<file path="src/fnv1a_bloom_filter_top_defines.svh">
// Assertion macros for the FNV-1a bloom filter block.
`ifndef FNV1A_BLOOM_FILTER_TOP_DEFINES_SVH
`define FNV1A_BLOOM_FILTER_TOP_DEFINES_SVH

`ifndef SYNTHESIS
`define FBF_ASSERT(label, clk, rst_n, prop, msg) \
    label: assert property (@(posedge clk) disable iff (!rst_n) prop) else $error(msg);
`define FBF_NEVER(label, clk, rst_n, cond, msg) \
    label: assert property (@(posedge clk) disable iff (!rst_n) !(cond)) else $error(msg);
`else
`define FBF_ASSERT(label, clk, rst_n, prop, msg)
`define FBF_NEVER(label, clk, rst_n, cond, msg)
`endif

`endif

</file>
<file path="src/fbf_pkg.sv">
package fbf_pkg;

    localparam int FILTER_WORDS = 8;
    localparam int WORD_IDX_W   = (FILTER_WORDS > 1) ? $clog2(FILTER_WORDS) : 1;
    localparam logic [WORD_IDX_W-1:0] WORD_MASK = WORD_IDX_W'(FILTER_WORDS - 1);

    localparam logic [31:0] FNV_BASIS = 32'd2166136261;
    localparam logic [31:0] FNV_PRIME = 32'd16777619;
    localparam logic [31:0] SEED_A    = 32'h5bd1e995;
    localparam logic [31:0] SEED_B    = 32'h9e3779b9;

    localparam int QUEUE_DEPTH = 4;
    localparam int QUEUE_PTR_W = $clog2(QUEUE_DEPTH);
    localparam int QUEUE_CNT_W = $clog2(QUEUE_DEPTH + 1);

    localparam logic [1:0] LAST_STEP = 2'd2;

    typedef enum logic [1:0] {
        CMD_ADD   = 2'd0,
        CMD_TEST  = 2'd1,
        CMD_CLEAR = 2'd2
    } cmd_t;

    typedef struct packed {
        cmd_t        kind;
        logic [31:0] hash;
    } op_t;

    typedef struct packed {
        logic can_push;
        logic has_op;
    } queue_status_t;

    function automatic logic [31:0] probe_pos(input logic [31:0] hash, input logic [1:0] step);
        logic [31:0] pos;
        case (step)
            2'd0:    pos = hash;
            2'd1:    pos = hash ^ SEED_A;
            default: pos = hash ^ SEED_B;
        endcase
        return pos;
    endfunction

    function automatic logic [WORD_IDX_W-1:0] word_index(input logic [31:0] pos);
        logic [WORD_IDX_W-1:0] raw;
        raw = pos[5 +: WORD_IDX_W];
        return raw & WORD_MASK;
    endfunction

endpackage

</file>
<file path="src/fbf_front.sv">
module fbf_front (
    input  logic                  clk,
    input  logic                  rst_n,
    input  logic                  key_valid,
    output logic                  key_ready,
    input  logic [1:0]            command,
    input  logic [7:0]            key_byte,
    input  logic                  byte_present,
    input  logic                  key_end,
    input  fbf_pkg::queue_status_t q_status,
    output logic                  push,
    output fbf_pkg::op_t          push_op
);

    logic [31:0] hash_reg;
    logic [31:0] hash_next;
    logic [31:0] mixed;
    logic [31:0] folded;
    logic        accept;

    assign key_ready = q_status.can_push;
    assign accept    = key_valid && key_ready;
    assign mixed     = hash_reg ^ {24'd0, key_byte};
    assign folded    = byte_present ? (mixed * fbf_pkg::FNV_PRIME) : hash_reg;

    always_comb
    begin
        hash_next    = hash_reg;
        push         = 1'b0;
        push_op.kind = fbf_pkg::CMD_CLEAR;
        push_op.hash = folded;
        if (accept)
        begin
            case (command)
                fbf_pkg::CMD_CLEAR:
                begin
                    hash_next = fbf_pkg::FNV_BASIS;
                    push      = 1'b1;
                end
                fbf_pkg::CMD_ADD,
                fbf_pkg::CMD_TEST:
                begin
                    push_op.kind = (command == fbf_pkg::CMD_ADD) ? fbf_pkg::CMD_ADD
                                                                 : fbf_pkg::CMD_TEST;
                    if (key_end)
                    begin
                        hash_next = fbf_pkg::FNV_BASIS;
                        push      = 1'b1;
                    end
                    else
                    begin
                        hash_next = folded;
                    end
                end
                default:
                begin
                    hash_next = hash_reg;
                end
            endcase
        end
    end

    always_ff @(posedge clk or negedge rst_n)
    begin
        if (!rst_n)
        begin
            hash_reg <= fbf_pkg::FNV_BASIS;
        end
        else
        begin
            hash_reg <= hash_next;
        end
    end

endmodule

</file>
<file path="src/fbf_op_queue.sv">
`include "fnv1a_bloom_filter_top_defines.svh"

module fbf_op_queue (
    input  logic                   clk,
    input  logic                   rst_n,
    input  logic                   push,
    input  fbf_pkg::op_t           push_op,
    input  logic                   pop,
    output fbf_pkg::op_t           head_op,
    output fbf_pkg::queue_status_t q_status
);

    fbf_pkg::op_t                   entries_reg [fbf_pkg::QUEUE_DEPTH];
    logic [fbf_pkg::QUEUE_PTR_W-1:0] wr_ptr_reg;
    logic [fbf_pkg::QUEUE_PTR_W-1:0] wr_ptr_next;
    logic [fbf_pkg::QUEUE_PTR_W-1:0] rd_ptr_reg;
    logic [fbf_pkg::QUEUE_PTR_W-1:0] rd_ptr_next;
    logic [fbf_pkg::QUEUE_CNT_W-1:0] count_reg;
    logic [fbf_pkg::QUEUE_CNT_W-1:0] count_next;
    logic                            do_push;
    logic                            do_pop;

    localparam logic [fbf_pkg::QUEUE_PTR_W-1:0] PTR_LAST =
        fbf_pkg::QUEUE_PTR_W'(fbf_pkg::QUEUE_DEPTH - 1);
    localparam logic [fbf_pkg::QUEUE_CNT_W-1:0] CNT_FULL =
        fbf_pkg::QUEUE_CNT_W'(fbf_pkg::QUEUE_DEPTH);

    assign q_status.can_push = (count_reg != CNT_FULL);
    assign q_status.has_op   = (count_reg != '0);
    assign head_op           = entries_reg[rd_ptr_reg];
    assign do_push           = push && q_status.can_push;
    assign do_pop            = pop && q_status.has_op;

    always_comb
    begin
        wr_ptr_next = wr_ptr_reg;
        rd_ptr_next = rd_ptr_reg;
        count_next  = count_reg;
        if (do_push)
        begin
            wr_ptr_next = (wr_ptr_reg == PTR_LAST) ? '0 : wr_ptr_reg + 1'b1;
        end
        if (do_pop)
        begin
            rd_ptr_next = (rd_ptr_reg == PTR_LAST) ? '0 : rd_ptr_reg + 1'b1;
        end
        if (do_push && !do_pop)
        begin
            count_next = count_reg + 1'b1;
        end
        else if (do_pop && !do_push)
        begin
            count_next = count_reg - 1'b1;
        end
    end

    always_ff @(posedge clk or negedge rst_n)
    begin
        if (!rst_n)
        begin
            wr_ptr_reg <= '0;
            rd_ptr_reg <= '0;
            count_reg  <= '0;
        end
        else
        begin
            wr_ptr_reg <= wr_ptr_next;
            rd_ptr_reg <= rd_ptr_next;
            count_reg  <= count_next;
        end
    end

    always_ff @(posedge clk)
    begin
        if (do_push)
        begin
            entries_reg[wr_ptr_reg] <= push_op;
        end
    end

    `FBF_NEVER(a_no_overflow, clk, rst_n, push && !q_status.can_push, "op queue overflow")
    `FBF_NEVER(a_no_underflow, clk, rst_n, pop && !q_status.has_op, "op queue underflow")
    `FBF_NEVER(a_count_range, clk, rst_n, count_reg > CNT_FULL, "op queue count out of range")

endmodule

</file>
<file path="src/fbf_back.sv">
`include "fnv1a_bloom_filter_top_defines.svh"

module fbf_back (
    input  logic                   clk,
    input  logic                   rst_n,
    input  fbf_pkg::queue_status_t q_status,
    input  fbf_pkg::op_t           head_op,
    output logic                   pop,
    output logic                   result_valid,
    input  logic                   result_ready,
    output logic                   maybe_present
);

    logic [31:0]                     words_reg [fbf_pkg::FILTER_WORDS];
    fbf_pkg::op_t                    op_reg;
    logic                            busy_reg;
    logic [1:0]                      step_reg;
    logic                            hit_reg;
    logic                            result_valid_reg;
    logic                            maybe_present_reg;

    logic [31:0]                     pos;
    logic [fbf_pkg::WORD_IDX_W-1:0]  widx;
    logic [31:0]                     bmask;
    logic                            hit_bit;
    logic                            final_step;
    logic                            out_block;
    logic                            advance;
    logic                            done;
    logic                            result_load;

    assign pos        = fbf_pkg::probe_pos(op_reg.hash, step_reg);
    assign widx       = fbf_pkg::word_index(pos);
    assign bmask      = 32'd1 << pos[4:0];
    assign hit_bit    = |(words_reg[widx] & bmask);
    assign final_step = (op_reg.kind == fbf_pkg::CMD_CLEAR) || (step_reg == fbf_pkg::LAST_STEP);
    assign result_load = busy_reg && (op_reg.kind == fbf_pkg::CMD_TEST)
                         && (step_reg == fbf_pkg::LAST_STEP);
    assign out_block  = result_load && result_valid_reg && !result_ready;
    assign advance    = busy_reg && !out_block;
    assign done       = advance && final_step;
    assign pop        = q_status.has_op && (!busy_reg || done);

    assign result_valid  = result_valid_reg;
    assign maybe_present = maybe_present_reg;

    always_ff @(posedge clk or negedge rst_n)
    begin
        if (!rst_n)
        begin
            busy_reg         <= 1'b0;
            step_reg         <= 2'd0;
            hit_reg          <= 1'b1;
            result_valid_reg <= 1'b0;
            for (int i = 0; i < fbf_pkg::FILTER_WORDS; i++)
            begin
                words_reg[i] <= '0;
            end
        end
        else
        begin
            if (pop)
            begin
                busy_reg <= 1'b1;
                step_reg <= 2'd0;
                hit_reg  <= 1'b1;
            end
            else if (done)
            begin
                busy_reg <= 1'b0;
            end
            else if (advance)
            begin
                step_reg <= step_reg + 1'b1;
                hit_reg  <= hit_reg & hit_bit;
            end

            if (advance)
            begin
                case (op_reg.kind)
                    fbf_pkg::CMD_ADD:
                    begin
                        words_reg[widx] <= words_reg[widx] | bmask;
                    end
                    fbf_pkg::CMD_CLEAR:
                    begin
                        for (int i = 0; i < fbf_pkg::FILTER_WORDS; i++)
                        begin
                            words_reg[i] <= '0;
                        end
                    end
                    default:
                    begin
                    end
                endcase
            end

            if (advance && result_load)
            begin
                result_valid_reg <= 1'b1;
            end
            else if (result_ready)
            begin
                result_valid_reg <= 1'b0;
            end
        end
    end

    always_ff @(posedge clk)
    begin
        if (pop)
        begin
            op_reg <= head_op;
        end
        if (advance && result_load)
        begin
            maybe_present_reg <= hit_reg & hit_bit;
        end
    end

    `FBF_NEVER(a_result_not_dropped, clk, rst_n,
        advance && result_load && result_valid_reg && !result_ready,
        "test result would overwrite a pending result")
    `FBF_NEVER(a_step_range, clk, rst_n, busy_reg && (step_reg > fbf_pkg::LAST_STEP),
        "probe step out of range")
    `FBF_ASSERT(a_clear_one_step, clk, rst_n,
        busy_reg && (op_reg.kind == fbf_pkg::CMD_CLEAR) |-> (step_reg == 2'd0),
        "clear op ran past its single step")

endmodule

</file>
<file path="src/fnv1a_bloom_filter_top.sv">
// Bloom filter over byte-string keys with a 32-bit FNV-1a hash and three probes.
// Key bytes are accepted one per cycle while the op queue has room; the front folds
// each byte into the running hash (one constant multiply) and, on the key's last
// beat or a clear, posts an op into a four-entry queue. The back takes one op at a
// time, applies an add or test op one filter word read-modify per probe and a clear
// by zeroing every word; a test answer sits in an output register until taken. Keys
// of three or more bytes therefore stream at one byte per cycle while answers are
// taken, while runs of shorter keys wait on the single probe per cycle in the back.
// Reset clears the filter at once; a key in progress keeps its hash across stalls.
module fnv1a_bloom_filter_top (
    input  logic       clk,
    input  logic       rst_n,
    input  logic       key_valid,
    output logic       key_ready,
    input  logic [1:0] command,
    input  logic [7:0] key_byte,
    input  logic       byte_present,
    input  logic       key_end,
    output logic       result_valid,
    input  logic       result_ready,
    output logic       maybe_present
);

    fbf_pkg::queue_status_t q_status;
    fbf_pkg::op_t           push_op;
    fbf_pkg::op_t           head_op;
    logic                   push;
    logic                   pop;

    fbf_front u_front (
        .clk          (clk),
        .rst_n        (rst_n),
        .key_valid    (key_valid),
        .key_ready    (key_ready),
        .command      (command),
        .key_byte     (key_byte),
        .byte_present (byte_present),
        .key_end      (key_end),
        .q_status     (q_status),
        .push         (push),
        .push_op      (push_op)
    );

    fbf_op_queue u_queue (
        .clk      (clk),
        .rst_n    (rst_n),
        .push     (push),
        .push_op  (push_op),
        .pop      (pop),
        .head_op  (head_op),
        .q_status (q_status)
    );

    fbf_back u_back (
        .clk           (clk),
        .rst_n         (rst_n),
        .q_status      (q_status),
        .head_op       (head_op),
        .pop           (pop),
        .result_valid  (result_valid),
        .result_ready  (result_ready),
        .maybe_present (maybe_present)
    );

endmodule

</file>
<file path="config.mk">
export PLATFORM = sky130hd
export DESIGN_NAME = fnv1a_bloom_filter_top
export DESIGN_NICKNAME = d
export VERILOG_FILES = /design/src/fbf_pkg.sv /design/src/fbf_front.sv /design/src/fbf_op_queue.sv /design/src/fbf_back.sv /design/src/fnv1a_bloom_filter_top.sv
export VERILOG_INCLUDE_DIRS = /design/src /design/src/src
export SDC_FILE = /design/constraint.sdc
export NUM_CORES = 1
export LEC_CHECK = 0
export BUFFER_PORTS_ARGS = -buffer_cell sky130_fd_sc_hd__buf_2
export CAP_MARGIN = 20
export CELL_PAD_IN_SITES_DETAIL_PLACEMENT = 1
export CELL_PAD_IN_SITES_GLOBAL_PLACEMENT = 2
export CORE_MARGIN = 10
export CORE_UTILIZATION = 43
export CTS_CLUSTER_DIAMETER = 50
export DETAILED_ROUTE_END_ITERATION = 8
export GPL_ROUTABILITY_DRIVEN = 0
export PLACE_DENSITY_LB_ADDON = 0.12
export SLEW_MARGIN = 20
export SYNTH_ARGS = -nofsm -noshare
export SYNTH_HDL_FRONTEND = slang
export SYNTH_SLANG_ARGS = --single-unit
export TNS_END_PERCENT = 100
</file>
<file path="constraint.sdc">
create_clock -name clk -period 4.3 [get_ports clk]
set_clock_uncertainty 0.05 [all_clocks]
set_input_delay 0.86 -clock clk [delete_from_list [all_inputs] [get_ports clk]]
set_output_delay 0.86 -clock clk [all_outputs]
set_load 0.05 [all_outputs]
</file>
==> flow_summary.toml, run 1 <==
[cts]
clk_pin_slew_worst_paths_ps = 60
cts_max_level = 2
cts_tree = "yes"
worstSkewPairLatency_ps = 580
cts_resized = 0
cts_buffers = 45
cts_sinks = 327
cts_buffer_depth = 3
cts_setup_buffers = 0
root_buffer = "clkbuf_16"
hold_buffers = 0

[yosys]
synth_area_leaders = "dfrtp_1, a22o_1, edfxtp_1"
ys_ff_latch = 327
synth_fa_ha_area_share_pct = 2.72
syn_nets = 1539
seq_area_frac_synth_pct = 52.2
synth.distinct_cells = 86
synth_top_area_cell = "dfrtp_1"
synth_top_family_by_area = "compound AO/OA/AOI/OAI gates"
synth-compound-area-share_pct = 23.5
synth_common_cells = "dfrtp_1, nand2_1, a22o_1"
synth_area_mm2 = 0.0162
synthMuxAreaShare_pct = 5.36
synth_edf_count = 51
synth-xor-area-share_pct = 1.39
yosysTopAreaCellShare_pct = 42.0
yosysMostFrequentCell = "dfrtp_1"
synth-simple-area-share_pct = 11.4
syn_avg_cell_area_um2 = 10.9
synthCells = 1489
yosys_warnings = 0
synth-main-ff-cell = "dfrtp_1"
async_flop_share_pct = 84.4

[die]
rows = 70
die_w_um = 214
core-area_mm2 = 0.0369
io_pins = 19
die_area_mm2 = 0.0457
die_h_um = 214
start_util_pct = 43.8

[setup_path]
cp_max_fo = 16
arrival_ps = 4360
startpoint_type = "flip-flop"
critical_path_class = "flip-flop to flip-flop"
crit_path_end_kind = "flip-flop"
reg2reg_slack_ps = 340
required_ps = 4700
r2r_cells = 13
r2r_start = "u_back.step_reg[0]"
r2r-end = "u_back.maybe_present"
worstSetupEndpoint = "u_back.maybe_present"
startpoint = "u_back.step_reg[0]"

[timing]
min_period_ps = 3960
setup_viol = 0
slew-limit-headroom_pct = 26.0
fin_tns_setup_ps = 0
tightest_slew_ps = 1110
maxSlewViolCount = 0
fmax_ghz = 0.252
fin_crit_sh_pct = 92.2
rsz0062_at_grt = "no"
finalHoldViolCount = 0

[grt]
grt_pass1_wl_mm = 89.5
grt_pass1_vias = 13798
antenna_found_initial = 0
grtUsageMet2_pct = 41.2
grt_usage_pct = 25.9
grt_use_met3_pct = 4.53
grt_start_max_net_pins = 106
grt_use_met1_pct = 35.7
grt-ovfl-total = 0
gr-max-usage-layer = "met2"

[cells_and_area]
antenna_cells = 0
layout.nets = 1574
layout-drive-gt1-share_pct = 15.9
largest_reg_flops = 256
syn2layout_area_growth_pct = 15.6
utilization_pct = 50.7

[route]
dr.pass1.iters = 7
vias = 13160
ant_nets = 0
drc = 0
routed_wl_mm = 58.0
wl_per_cell_um = 28.1
vias_per_cell = 6.38
drt-initial-drc-count = 1163

[placement]
dp_hpwl_mm = 36.4
port_buffers = 18

[flow_run]
cap_violations = 0

[min_path]
min_path_type = "input pin to async pin"

[run_status]
status = "finished, final reports clean"
## kinds of logic after synthesis
group | Yosys count
muxes | 68
DFF | 327
adders and majority gates | 34
buffers and inverters | 126
AOI/OAI and AO/OA | 519
and+or+nand+nor | 391
xor gates and xnor gates | 24
## layout make-up
| cell class | instances | area [um^2] |
|---|---|---|
| Sequential cell | 327 | 8440 |
| Timing Repair Buffer | 96 | 758 |
| Multi-Input combinational cell | 1036 | 7290 |
| Fill cell | 3936 | 18200 |
| Inverter | 18 | 67.6 |
| Clock buffer | 58 | 1270 |
| Tap cell | 504 | 631 |
| Clock inverter | 25 | 218 |
## how the worst min path moves through the flow
| stage | startpoint | endpoint | cells past startpoint |
|---|---|---|---|
| 2_1_floorplan | u_back.words_reg[66] | u_back.words_reg[66] | 2 |
| 4_1_cts | rst_n | u_back.words_reg[191] | 1 |
| 5_1_grt | rst_n | u_back.words_reg[191] | 1 |
| 3_3_place_gp | u_back.words_reg[67] | u_back.words_reg[67] | 2 |
| 6_report | rst_n | u_back.words_reg[191] | 1 |
| 3_5_place_dp | u_back.words_reg[67] | u_back.words_reg[67] | 2 |
## through the flow
step                instances  setup WS [ps]  instance area, um^2  hold WS [ps]
finish                   2064            337                18700           163
global route             2064            116                18700           188
CTS                      2064            301                18700           178
detailed placement       1981            137                17200           414
global placement         1980            178                17200           406
floorplan                1489            419                16200           392
## metal layers
layer	vias to the layer above	part of all wire, %
met5	-	0
li1	5693	-
met1	6941	45
met4	0	2.3
met2	437	47
met3	89	6.3
## critical path: stages (launching register included)
cell	delay [ps]
dfrtp_1	400
inv_1	100
ha_1	410
buf_4	270
or2_2	430
mux2i_2	430
and2_1	460
nand2_1	190
nor3_1	480
nor4bb_1	160
nand4_1	140
nor4_2	50
buf_4	170
nor2b_1	100
## cell usage in the layout, fill, tap and decap left out, types with 11 or more instances in the layout
master and count:
dfrtp_1 271, nand2_1 192, a22o_1 189, o21ai_0 122, buf_4 71, edfxtp_1 51
a21oi_1 50, clkbuf_16 47, nor2_1 45, nand3_1 41, mux2i_1 35, ha_1 32
nor3_1 27, mux2_2 19, buf_2 18, inv_1 17, and3_1 15, a31oi_1 14
mux4_2 13, xnor2_1 12, nor2b_1 11, a21o_1 11, xor2_1 11, and3b_1 11
Power of run 1 is not shown: default switching activity piles up to over one toggle a cycle in this logic, so the estimate is an artifact.
==> run 2, diff against run 1 <==
--- a/config.mk
+++ b/config.mk
@@ -6,12 +6,13 @@
 export SDC_FILE = /design/constraint.sdc
 export NUM_CORES = 1
 export LEC_CHECK = 0
+export ABC_AREA = 1
 export BUFFER_PORTS_ARGS = -buffer_cell sky130_fd_sc_hd__buf_2
 export CAP_MARGIN = 20
 export CELL_PAD_IN_SITES_DETAIL_PLACEMENT = 1
 export CELL_PAD_IN_SITES_GLOBAL_PLACEMENT = 2
 export CORE_MARGIN = 10
-export CORE_UTILIZATION = 43
+export CORE_UTILIZATION = 39
 export CTS_CLUSTER_DIAMETER = 50
 export DETAILED_ROUTE_END_ITERATION = 8
 export GPL_ROUTABILITY_DRIVEN = 0
==> run 2 against run 1 <==
Synthesized cell count grew 42%. Worst hold slack gained 89 ps. Final cell count grew 30%. Core utilization shrank 5.5 points. Die area grew 13%. Count of clock-buffer cells in the layout grew 4. Register-to-register slack gained 290 ps. Non-clock buffer count shrank 41. Via count grew 8.1%. Critical endpoint is now u_back.words_reg[105]. Largest cell class unchanged. Highest routed layer unchanged.
==> flow_summary.toml, run 2 <==
[placement]
port_buffers = 18
postPlaceCellArea_mm2 = 0.0174
dp_hpwl_mm = 33.8

[min_path]
min_path_type = "input pin to async pin"

[die]
io_pins = 19
start_util_pct = 39.6
rows = 75
die_w_um = 227
die_h_um = 227
core-area_mm2 = 0.0422
die_area_mm2 = 0.0516

[yosys]
synth_fa_ha_area_share_pct = 2.63
synthCells = 2108
synthMuxAreaShare_pct = 0.0673
synth-xor-area-share_pct = 1.05
syn_avg_cell_area_um2 = 7.94
synth-compound-area-share_pct = 11.9
synth-simple-area-share_pct = 24.5
synth_common_cells = "nand2_1, dfrtp_1, inv_1"
yosys_warnings = 0
synth_edf_count = 51
synth-main-ff-cell = "dfrtp_1"
yosysTopAreaCellShare_pct = 40.5
seq_area_frac_synth_pct = 50.4
syn_nets = 2158
synth_area_mm2 = 0.0167
yosysMostFrequentCell = "nand2_1"
synth_top_area_cell = "dfrtp_1"
synth.distinct_cells = 43
synth_top_family_by_area = "simple AND/OR/NAND/NOR gates"
ys_ff_latch = 327
async_flop_share_pct = 84.4
synth_area_leaders = "dfrtp_1, nand2_1, edfxtp_1"

[flow_run]
cap_violations = 0

[route]
drc = 0
drt-initial-drc-count = 848
vias = 14232
dr_wl_met3_mm = 1.84
met1_length_mm = 26.6
dr.pass1.iters = 5
vias_per_cell = 5.32
top_layer = "met4"
wl_met2_mm = 27.3
wl_per_cell_um = 21.3
ant_nets = 0
routed_wl_mm = 57.0

[setup_path]
cpMaxStageDelayCell = "nand2_1"
crit_path_end_kind = "flip-flop"
critical_path_class = "flip-flop to flip-flop"
r2r_cells = 10
reg2reg_slack_ps = 630
required_ps = 4690
arrival_ps = 4070
cp_max_fo = 28
worstPathCellList = "inv_1 -> ha_1 -> inv_2 -> nand2_4 -> nand3_4 -> nand2_1 -> nand3_1 -> a21oi_2 -> inv_2 -> a22o_1"
r2r_start = "u_back.step_reg[1]"
cpMostUsedCell = "inv_2"
crit_buf_inv = 3
max_stage_delay_ps = 650
startpoint_type = "flip-flop"
cp_top_family = "simple AND/OR/NAND/NOR gates"
r2r-end = "u_back.words_reg[105]"

[cts]
cts_buffer_depth = 3
cts_resized = 0
cts_max_level = 2
hold_buffers = 0
cts_sinks = 327
cts_buffers = 47
clk_pin_slew_worst_paths_ps = 60
cts_setup_buffers = 0
root_buffer = "clkbuf_16"
cts_tree = "yes"
worstSkewPairLatency_ps = 580

[power]
peakVddDrop_uv = 393
swShare_pct = 47.2
power.total_mw = 14.6
power_density_mw_per_mm2 = 767
p_clk_share_pct = 27.5
share_comb_of_total_power_pct = 46.0
p_leak_nw = 8.96
p_sw_mw = 6.90
p_int_mw = 7.73
seq_power_share_pct = 26.5

[cells_and_area]
layout.nets = 2149
syn2layout_area_growth_pct = 13.9
utilization_pct = 45.2
final_common_cell = "nand2_1"
design_area_mm2 = 0.0191
layout-drive-gt1-share_pct = 8.61
largest_reg_flops = 256
antenna_cells = 0
layout_common_cells = "nand2_1, dfrtp_1, inv_1"

[timing]
fin_crit_sh_pct = 85.4
fmax_ghz = 0.272
rsz0062_at_grt = "no"
tightest_slew_ps = 1040
min_period_ps = 3670
slew-limit-headroom_pct = 30.3
setup_viol = 0
fin_tns_setup_ps = 0
finalHoldViolCount = 0
maxSlewViolCount = 0
holdWs_ps = 252

[grt]
grt_start_max_net_pins = 94
antenna_found_initial = 0
grt_pass1_vias = 15460
grt-ovfl-total = 0
grt_usage_pct = 22.8
grt_pass1_wl_mm = 90.5

[run_status]
status = "finished, final reports clean"
-- run 2: cell types whose count changed after synthesis, sizes merged, moves of 41 or more --
cell / delta
nor2: +64
o22ai: +156
buf: +41
nand2: +550
a22o: -176
nand3: +95
inv: +245
-- run 2: cell families after synthesis --
group	Yosys count
simple gates	1008
xor+xnor	20
fa+ha+maj	34
mux	1
compound gates	341
flops	327
buf+inv	377
-- run 2: area by class of cell --
cell class                      count  area [um^2]
Multi-Input combinational cell   1404         6800
Inverter                          264          991
Clock buffer                       62         1330
Fill cell                        5101        23200
Timing Repair Buffer               55          541
Clock inverter                     24          304
Sequential cell                   327         8440
Tap cell                          539          674
-- run 2: per-layer routing --
layer | up-vias | GRT usage, %
met5 | - | 0
met4 | 0 | 6.58
met3 | 76 | 2.72
met2 | 238 | 38.6
met1 | 7152 | 30.0
li1 | 6766 | -
-- run 2: worst max path at each step --
| stage | startpoint | end | slack, ps | cells past startpoint |
|---|---|---|---|---|
| detailed placement | key_byte[1] | u_queue.entries_reg[0][7] | 380 | 14 |
| global route | u_back.step_reg[0] | u_back.words_reg[144] | 360 | 12 |
| global placement | key_byte[1] | u_queue.entries_reg[3][7] | 480 | 14 |
| CTS | u_back.step_reg[0] | u_back.words_reg[144] | 640 | 12 |
| floorplan | key_byte[1] | u_queue.entries_reg[0][7] | 800 | 13 |
| finish | u_back.step_reg[1] | u_back.words_reg[105] | 630 | 10 |
-- run 2: per-stage QoR --
step                std cells  worst slack (ps)
finish                   2675               627
floorplan                2108               799
global route             2675               360
detailed placement       2589               375
global placement         2589               476
CTS                      2675               642
-- run 2: power by group through the flow --
stage               registers, mW  clock network, mW  logic (mW)
floorplan                    3.85                  0        4.10
finish                       3.87               4.02        6.73
global route                 3.92               4.24        7.26
CTS                          3.88               4.11        6.76
detailed placement           3.93                  0        6.73
global placement             3.91                  0        6.60
No activity file was read; power rests on OpenSTA's default activity.
==> run 3, diff against run 2 <==
--- a/config.mk
+++ b/config.mk
@@ -6,13 +6,13 @@
 export SDC_FILE = /design/constraint.sdc
 export NUM_CORES = 1
 export LEC_CHECK = 0
-export ABC_AREA = 1
 export BUFFER_PORTS_ARGS = -buffer_cell sky130_fd_sc_hd__buf_2
 export CAP_MARGIN = 20
 export CELL_PAD_IN_SITES_DETAIL_PLACEMENT = 1
 export CELL_PAD_IN_SITES_GLOBAL_PLACEMENT = 2
+export CORE_ASPECT_RATIO = 0.5
 export CORE_MARGIN = 10
-export CORE_UTILIZATION = 39
+export CORE_UTILIZATION = 43
 export CTS_CLUSTER_DIAMETER = 50
 export DETAILED_ROUTE_END_ITERATION = 8
 export GPL_ROUTABILITY_DRIVEN = 0
==> run 3 against run 2 <==
Maximum frequency down 9.4%. Cell area down 3.6%. Worst hold slack better by 110 ps. Via count down 6.3%. Global-route usage up 3.0 points. Routed wire length up 4.8%. Worst setup slack worse by 380 ps. Critical path depth up 4. Register-to-register slack worse by 380 ps. Flip-flop and latch count unchanged. Sequential share of layout area up 1.7 points. Non-clock buffer count up 46. Critical endpoint is now u_back.maybe_present.
==> flow_summary.toml, run 3 (synthesis gave the netlist of run 1 again) <==
[run_status]
status = "finished, final reports clean"

[cts]
worstSkewPairLatency_ps = 530
cts_buffer_depth = 3
clk_pin_slew_worst_paths_ps = 70
root_buffer = "clkbuf_16"
cts_setup_buffers = 0
cts_max_level = 2
hold_buffers = 0
cts_buffers = 34
cts_tree = "yes"
cts_resized = 0
cts_sinks = 327

[timing]
slew-limit-headroom_pct = 25.7
fmax_ghz = 0.247
fin_crit_sh_pct = 94.3
min_period_ps = 4060
rsz0062_at_grt = "no"
setup_viol = 0
tightest_slew_ps = 1110
maxSlewViolCount = 0
fin_tns_setup_ps = 0
finalHoldViolCount = 0

[route]
vias = 13329
wl_per_cell_um = 29.3
drc = 0
ant_nets = 0
routed_wl_mm = 59.8
dr.pass1.iters = 5
drt-initial-drc-count = 1352
vias_per_cell = 6.54

[min_path]
min_path_type = "input pin to async pin"

[cells_and_area]
largest_reg_flops = 256
antenna_cells = 0
layout.nets = 1568
layout_common_cells = "dfrtp_1, nand2_1, a22o_1"
utilization_pct = 49.4
final_common_cell = "dfrtp_1"
layout-drive-gt1-share_pct = 14.8
stdcell_count = 2037
syn2layout_area_growth_pct = 13.8

[setup_path]
cp_max_fo = 23
crit_buf_inv = 4
max_stage_delay_ps = 480
startpoint_type = "flip-flop"
required_ps = 4530
cp_top_family = "simple AND/OR/NAND/NOR gates"
worstPathCellList = "inv_1 -> ha_1 -> buf_4 -> buf_4 -> nor2b_1 -> o21a_1 -> o221ai_1 -> nor2_1 -> a32oi_1 -> nor4bb_1 -> nand4_1 -> nor4_2 -> buf_4 -> nor2b_1"
cpMostUsedCell = "buf_4"
cpMaxStageDelayCell = "nor4bb_1"
critical_path_class = "flip-flop to flip-flop"
crit_path_end_kind = "flip-flop"
arrival_ps = 4290
r2r_start = "u_back.step_reg[1]"
startpoint = "u_back.step_reg[1]"

[die]
io_pins = 19
die_w_um = 294
die_area_mm2 = 0.0462
rows = 50
die_h_um = 157
start_util_pct = 43.4
core-area_mm2 = 0.0372

[grt]
grt_start_max_net_pins = 107
grt_pass1_vias = 13931
grt_pass1_wl_mm = 90.6
antenna_found_initial = 1
grt_usage_pct = 25.8
grt-ovfl-total = 0

[placement]
port_buffers = 18
dp.cells = 1976
dp_hpwl_mm = 39.3

[flow_run]
cap_violations = 0
==> run 3: worst register-to-register path, cell delays in order (launching register included) <==
cell      delay [ps]
dfrtp_1          400
inv_1            130
ha_1             230
buf_4            310
buf_4            280
nor2b_1          150
o21a_1           350
o221ai_1         420
nor2_1            80
a32oi_1          320
nor4bb_1         480
nand4_1          170
nor4_2           200
buf_4            200
nor2b_1           50
==> run 3: worst paths after layout <==
check                                        end  slack, ps  depth (start not counted)
setup / recovery            u_back.maybe_present        240                         14
hold / removal             u_back.words_reg[174]        360                          1
setup reg to reg            u_back.maybe_present        240                         14
hold reg to reg            u_back.words_reg[224]        430                          2
max in group asynchronous  u_back.words_reg[171]       2880                          2
min in group clk           u_back.words_reg[224]        430                          2
==> run 3: area by class of cell <==
cell class              instances  area [um^2]
inverters                      18         67.6
repair buffers                101          823
clock buffers                  45          943
fillers                      3897        18800
multi-input cells            1036         7290
clock inverters                16          199
flip-flops and latches        327         8440
well taps                     494          618
==> run 3: routing by layer <==
metal,vias up,share of wire (%),GRT usage (%)
li1,5655,-,-
met1,7023,46,37.1
met2,542,44,39.6
met3,109,7.4,4.50
met4,0,2.4,6.38
met5,-,0,0
==> run 3: metrics by stage <==
step                      cell area (um^2)  setup WS (ps)  hold WS, ps
final                                18400            245          359
after detailed placement             17200           68.1          419
after floorplan                      16200            419          392
after global routing                 18400           23.3          421
after global placement               17200            167          405
after CTS                            18400            241          391
Power of run 3 is left out for the same reason.
